$ cat config.mk
export PLATFORM = sky130hd
export DESIGN_NAME = yrc_color_calc
export DESIGN_NICKNAME = d
export VERILOG_FILES = /design/src/sv/yrc_pkg.sv /design/src/sv/yrc_color_calc.sv
export SDC_FILE = /design/constraint.sdc
export NUM_CORES = 2
export LEC_CHECK = 0
export BUFFER_PORTS_ARGS = -buffer_cell sky130_fd_sc_hd__clkbuf_2
export CORE_MARGIN = 2
export CORE_UTILIZATION = 35
export CTS_CLUSTER_DIAMETER = 100
export DETAILED_ROUTE_END_ITERATION = 8
export PLACE_DENSITY = 0.55
export SYNTH_ARGS = -nofsm -noshare
export SYNTH_HDL_FRONTEND = slang
export SYNTH_SLANG_ARGS = --single-unit
$ cat constraint.sdc
create_clock -name clk_i -period 7.6 [get_ports clk_i]
set_input_delay 0.76 -clock clk_i [delete_from_list [all_inputs] [get_ports clk_i]]
set_output_delay 0.76 -clock clk_i [all_outputs]
set_load 0.005 [all_outputs]
$ cat src/sv/yrc_pkg.sv
// Shared types and constants of the YUV 4:2:0 to RGB converter.
// Depends on nothing; used by every design module of the block.
`default_nettype none

package yrc_pkg;

  localparam int MAX_WIDTH_DEF = 4096;

  localparam int IMG_W_W = 13;
  localparam int COEF_W  = 48;
  localparam int DATA_W  = 64;
  localparam int ADDR_W  = 5;

  // Register indexes, taken from paddr[4:3].
  localparam logic [1:0] REG_IMAGE_WIDTH = 2'd0;
  localparam logic [1:0] REG_RED_COEFS   = 2'd1;
  localparam logic [1:0] REG_GREEN_COEFS = 2'd2;
  localparam logic [1:0] REG_BLUE_COEFS  = 2'd3;

  localparam logic [IMG_W_W-1:0] IMAGE_WIDTH_RST = 13'd640;
  // Coefficient fields from the top down: v, u, luma.
  localparam logic [COEF_W-1:0] RED_COEFS_RST   = 48'h1895_0000_2A15;
  localparam logic [COEF_W-1:0] GREEN_COEFS_RST = 48'hAFE1_9BB5_2A15;
  localparam logic [COEF_W-1:0] BLUE_COEFS_RST  = 48'h0000_0469_2A15;

  // Offset-removed samples of one pixel.
  typedef struct packed {
    logic signed [8:0] d;
    logic signed [8:0] du;
    logic signed [8:0] dv;
  } diff_t;

endpackage

`default_nettype wire

$ cat src/sv/yrc_color_calc.sv
// Coefficient multiply stage and sum, shift, fixed-term add and clamp stage for R, G and B.
// Depends on yrc_pkg for diff_t; its output register drives the result stream.
`default_nettype none

module yrc_color_calc (
  input  wire logic                       clk_i,
  input  wire logic                       rst_ni,
  input  wire logic [yrc_pkg::COEF_W-1:0] red_coefs_i,
  input  wire logic [yrc_pkg::COEF_W-1:0] green_coefs_i,
  input  wire logic [yrc_pkg::COEF_W-1:0] blue_coefs_i,
  input  wire logic                       in_valid_i,
  output logic                            in_ready_o,
  input  wire yrc_pkg::diff_t             diff_i,
  output logic                            out_valid_o,
  input  wire logic                       out_ready_i,
  output logic [23:0]                     out_rgb_o
);

  logic [yrc_pkg::COEF_W-1:0] coefs [3];
  logic signed [8:0]          term [3];

  logic                       s2_valid_q;
  logic signed [24:0]         prod_q [3][3];
  yrc_pkg::diff_t             diff_q;

  logic signed [26:0]         sum [3];
  logic signed [12:0]         fix [3];
  logic signed [12:0]         total [3];
  logic [7:0]                 chan [3];

  logic                       out_valid_q;
  logic [23:0]                out_rgb_q;
  logic                       out_en;

  function automatic logic [7:0] clamp8(input logic signed [12:0] t);
    logic [7:0] r;
    priority if (t < 13'sd0) begin
      r = 8'd0;
    end else if (t > 13'sd255) begin
      r = 8'd255;
    end else begin
      r = t[7:0];
    end
    return r;
  endfunction

  assign coefs[0] = red_coefs_i;
  assign coefs[1] = green_coefs_i;
  assign coefs[2] = blue_coefs_i;
  assign term[0]  = diff_i.d;
  assign term[1]  = diff_i.du;
  assign term[2]  = diff_i.dv;

  assign out_en     = !out_valid_q || out_ready_i;
  assign in_ready_o = !s2_valid_q || out_en;

  always_ff @(posedge clk_i or negedge rst_ni) begin
    if (!rst_ni) begin
      s2_valid_q <= 1'b0;
    end else if (in_ready_o) begin
      s2_valid_q <= in_valid_i;
    end
  end

  always_ff @(posedge clk_i) begin
    if (in_valid_i && in_ready_o) begin
      diff_q <= diff_i;
      for (int c = 0; c < 3; c++) begin
        for (int k = 0; k < 3; k++) begin
          prod_q[c][k] <= 25'(term[k] * $signed(coefs[c][16*k +: 16]));
        end
      end
    end
  end

  // Fixed shift-add terms: red d+dv+dv/2, green d-dv/2, blue d+2du (halving floors).
  always_comb begin
    fix[0] = 13'(diff_q.d) + 13'(diff_q.dv) + 13'(diff_q.dv >>> 1);
    fix[1] = 13'(diff_q.d) - 13'(diff_q.dv >>> 1);
    fix[2] = 13'(diff_q.d) + 13'(diff_q.du) + 13'(diff_q.du);
    for (int c = 0; c < 3; c++) begin
      sum[c]   = 27'(prod_q[c][0]) + 27'(prod_q[c][1]) + 27'(prod_q[c][2]);
      total[c] = 13'($signed(sum[c][26:16])) + fix[c];
      chan[c]  = clamp8(total[c]);
    end
  end

  always_ff @(posedge clk_i or negedge rst_ni) begin
    if (!rst_ni) begin
      out_valid_q <= 1'b0;
    end else if (out_en) begin
      out_valid_q <= s2_valid_q;
    end
  end

  always_ff @(posedge clk_i) begin
    if (out_en && s2_valid_q) begin
      out_rgb_q <= {chan[2], chan[1], chan[0]};
    end
  end

  assign out_valid_o = out_valid_q;
  assign out_rgb_o   = out_rgb_q;

endmodule

`default_nettype wire

==> results.tsv <==
metric	value	unit
CTS Buf Count	37	
GRT Util Overall	18.42	%
Slew Limit Headroom	19.01	%
filler cell count	16630	
hpwl dp	125800	µm
Worst Hold Class	in2reg	
RSZ-0062 raised after global routing	no	
number of synthesis warnings	0	
Cells after Synth	5887	
via count	39330	
Worst-Skew Late Latency	0.57	ns
fmax	155.8	MHz
post-synth cell types	59	
# rows	149	
crit path DAT	6.69	ns
Finish-stage setup viols	0	
die area	169900	µm²
Avg Inst Size Synth	9.908	µm²
CTS Sinks	278	
Max FO, Critical Path	5	
clock root buffer	clkbuf_16	
Multi-input gate area	44700	µm²
Sum Neg Setup Slack	0	ns
final net count	7865	
Wirelength per Cell	18.44	µm
max-cap violations	0	
crit start category	register	
post-synth net total	7826	
final worst path period need	6.420	ns
H-Tree Depth	2	
Worst Path Required	7.87	ns
Initial DRC Count	2289	
dpl ws	0.8002	ns
CTS max path bufs	3	
layout cells sized above 1	5.327	%
Die Wd	412.2	µm
drt first pass iters	7	
Remaining Overflow, GRT	0	
synthesis-to-layout area growth	7.570	%
initial antenna violation count	19	
PostCTS Resize Cnt	0	
I/O Buffers	200	
post-route ant nets	0	
Crit. End Element	register	
Worst-path clk slew	0.06	ns
vias per cell	4.829	
Starting Density	35.31	%
Post-synth EDFFs	276	
Yosys reg bits	278	
vias in the first global route	42920	
Clock Skew	0.03273	ns
failing checks	DRC	
largest net degree at the start of global routing	176	
num ports	201	
Register Area	8338	µm²
DR DRC count	1	
die height	412.2	µm
fin. max-slew vios	0	
Routed WL	150200	µm
CTS tree	built	
GPL Wtd Cong	0.8703	
Final Hold Vio Count	0	
Mapped Area	58330	µm²
Tcrit/Tclk final	84.48	%
sequential share of the synthesized area	14.29	%
Worst-Margin Slew	1.215	ns
first-pass GRT wire length	243600	µm
Post-CTS Setup Bufs	0	
Async SR Flop Fraction	0.7194	%
most frequently used flop master after synthesis	edfxtp_1	
setup ws final	1.180	ns
status	finished, violations left	
Setup Crit Path Kind	reg2reg	
Core Area	165200	µm²
==> synth_stat cells (3+ instances only) <==
cell type	n	area, µm²
fa_1	1183	23680
inv_1	1166	4377
nand2_1	746	2800
ha_1	581	7269
and2_1	490	3065
edfxtp_1	276	8288
clkbuf_1	245	919.6
xnor2_1	200	1752
a21oi_1	156	780.8
nand2b_1	155	969.7
nor2_1	118	442.9
o21ai_0	86	430.4
xor2_1	70	613.1
a21o_1	63	473.0
nor3_1	53	265.3
o21a_1	51	382.9
nand3_1	32	160.2
nor2b_1	27	168.9
o21bai_1	24	180.2
a31oi_1	15	93.84
and3_1	15	93.84
a211oi_1	14	105.1
or3_1	11	68.82
a211o_1	10	87.58
nand4_1	9	56.30
o2111ai_1	9	78.83
a2111oi_0	7	61.31
or2_2	7	43.79
a21boi_0	6	45.04
a31o_2	6	52.55
nand3b_1	5	37.54
nand4b_1	4	35.03
o211ai_1	4	30.03
o41a_1	4	45.04
o41ai_1	4	35.03
a41oi_1	3	26.28
o221ai_1	3	26.28
==> layer usage <==
metal	GRT usage, %	wire length (µm)
met5	0	121
met4	4.084	3348
met3	2.014	6681
met2	31.66	74170
met1	24.97	65910
==> worst paths after layout <==
path	start	slack (ns)	cells after the start	to
min reg2reg	s2_valid_q$_DFFE_PN0N_	0.51	1	out_valid_o$_DFFE_PN0P_
min in group asynchronous	rst_ni	0.53	2	out_valid_o$_DFFE_PN0P_
min	in_valid_i	0.42	2	s2_valid_q$_DFFE_PN0N_
max in group asynchronous	rst_ni	6.97	2	s2_valid_q$_DFFE_PN0N_
max reg2reg	prod_q[0][31]$_DFFE_PP_	1.18	20	out_rgb_o[6]$_SDFFCE_PN0P_
max	prod_q[0][31]$_DFFE_PP_	1.18	20	out_rgb_o[6]$_SDFFCE_PN0P_
==> critical path, stage by stage (launching register included) <==
cell	delay (ns)
edfxtp_1	0.48
fa_1	0.43
ha_1	0.33
a2111oi_0	0.46
nand2_1	0.09
o21ai_0	0.30
a21boi_0	0.21
o21ai_0	0.31
nand2b_1	0.13
xor2_1	0.44
fa_1	0.53
fa_1	0.42
a21o_1	0.20
a21oi_1	0.21
nor2b_1	0.08
o21a_1	0.19
o41ai_1	0.44
mux2i_1	0.24
a31oi_1	0.20
nor2_1	0.31
a21oi_1	0.14
==> cell type report <==
type,count,area share (%)
well taps,2189,4.365
repair buffers,245,2.178
diodes,5,0.01994
clock buffers,42,1.506
flip-flops and latches,278,13.29
inverters,1166,6.975
clock inverters,22,0.4307
multi-input cells,4198,71.24
==> what timing repair did <==
item | CTS | global route
endpoints found under the hold margin | 2 | 0
hold buffers | 1 | 0
endpoints found under the setup margin | 0 | 0
==> logic make-up after synthesis <==
| group | synth area share, % |
|---|---|
| fa+ha+maj | 53.07 |
| simple gates | 14.13 |
| buf+inv | 9.080 |
| compound gates | 5.361 |
| flops | 14.29 |
| xor+xnor | 4.054 |
| mux | 0.01716 |
==> per-stage QoR <==
| step | hold slack (ns) | instance area, µm² | instances | util (%) |
|---|---|---|---|---|
| floorplan | 0.4490 | 58330 | 5887 | - |
| global placement | 0.4625 | 61510 | 8075 | 37.24 |
| detailed placement | 0.4680 | 61510 | 8075 | 37.24 |
| global route | 0.4035 | 62740 | 8143 | 37.98 |
| CTS | 0.3936 | 62730 | 8140 | 37.98 |
| finish | 0.4202 | 62740 | 8145 | 37.99 |
==> placed cells by master, fill, tap and decap left out, drive strengths merged, types with 24 or more instances in the layout <==
cell / n
nor2: 118
a21oi: 157
inv: 1173
a21o: 63
nor2b: 27
fa: 1183
edfxtp: 276
o21a: 51
o21bai: 24
nand2: 746
and2: 490
xnor2: 200
nand3: 32
clkbuf: 242
xor2: 70
ha: 581
nand2b: 155
buf: 44
o21ai: 87
nor3: 53
==> flip-flops by register name, summed over array words and instances (netlist names) <==
signal and count:
s2_valid_q 1, out_rgb_o 24, out_valid_o 1, diff_q 27, prod_q 225
Power is left out: the tool's default activity adds up to more than one toggle a clock period on the data nets, which glitch-free logic cannot reach.
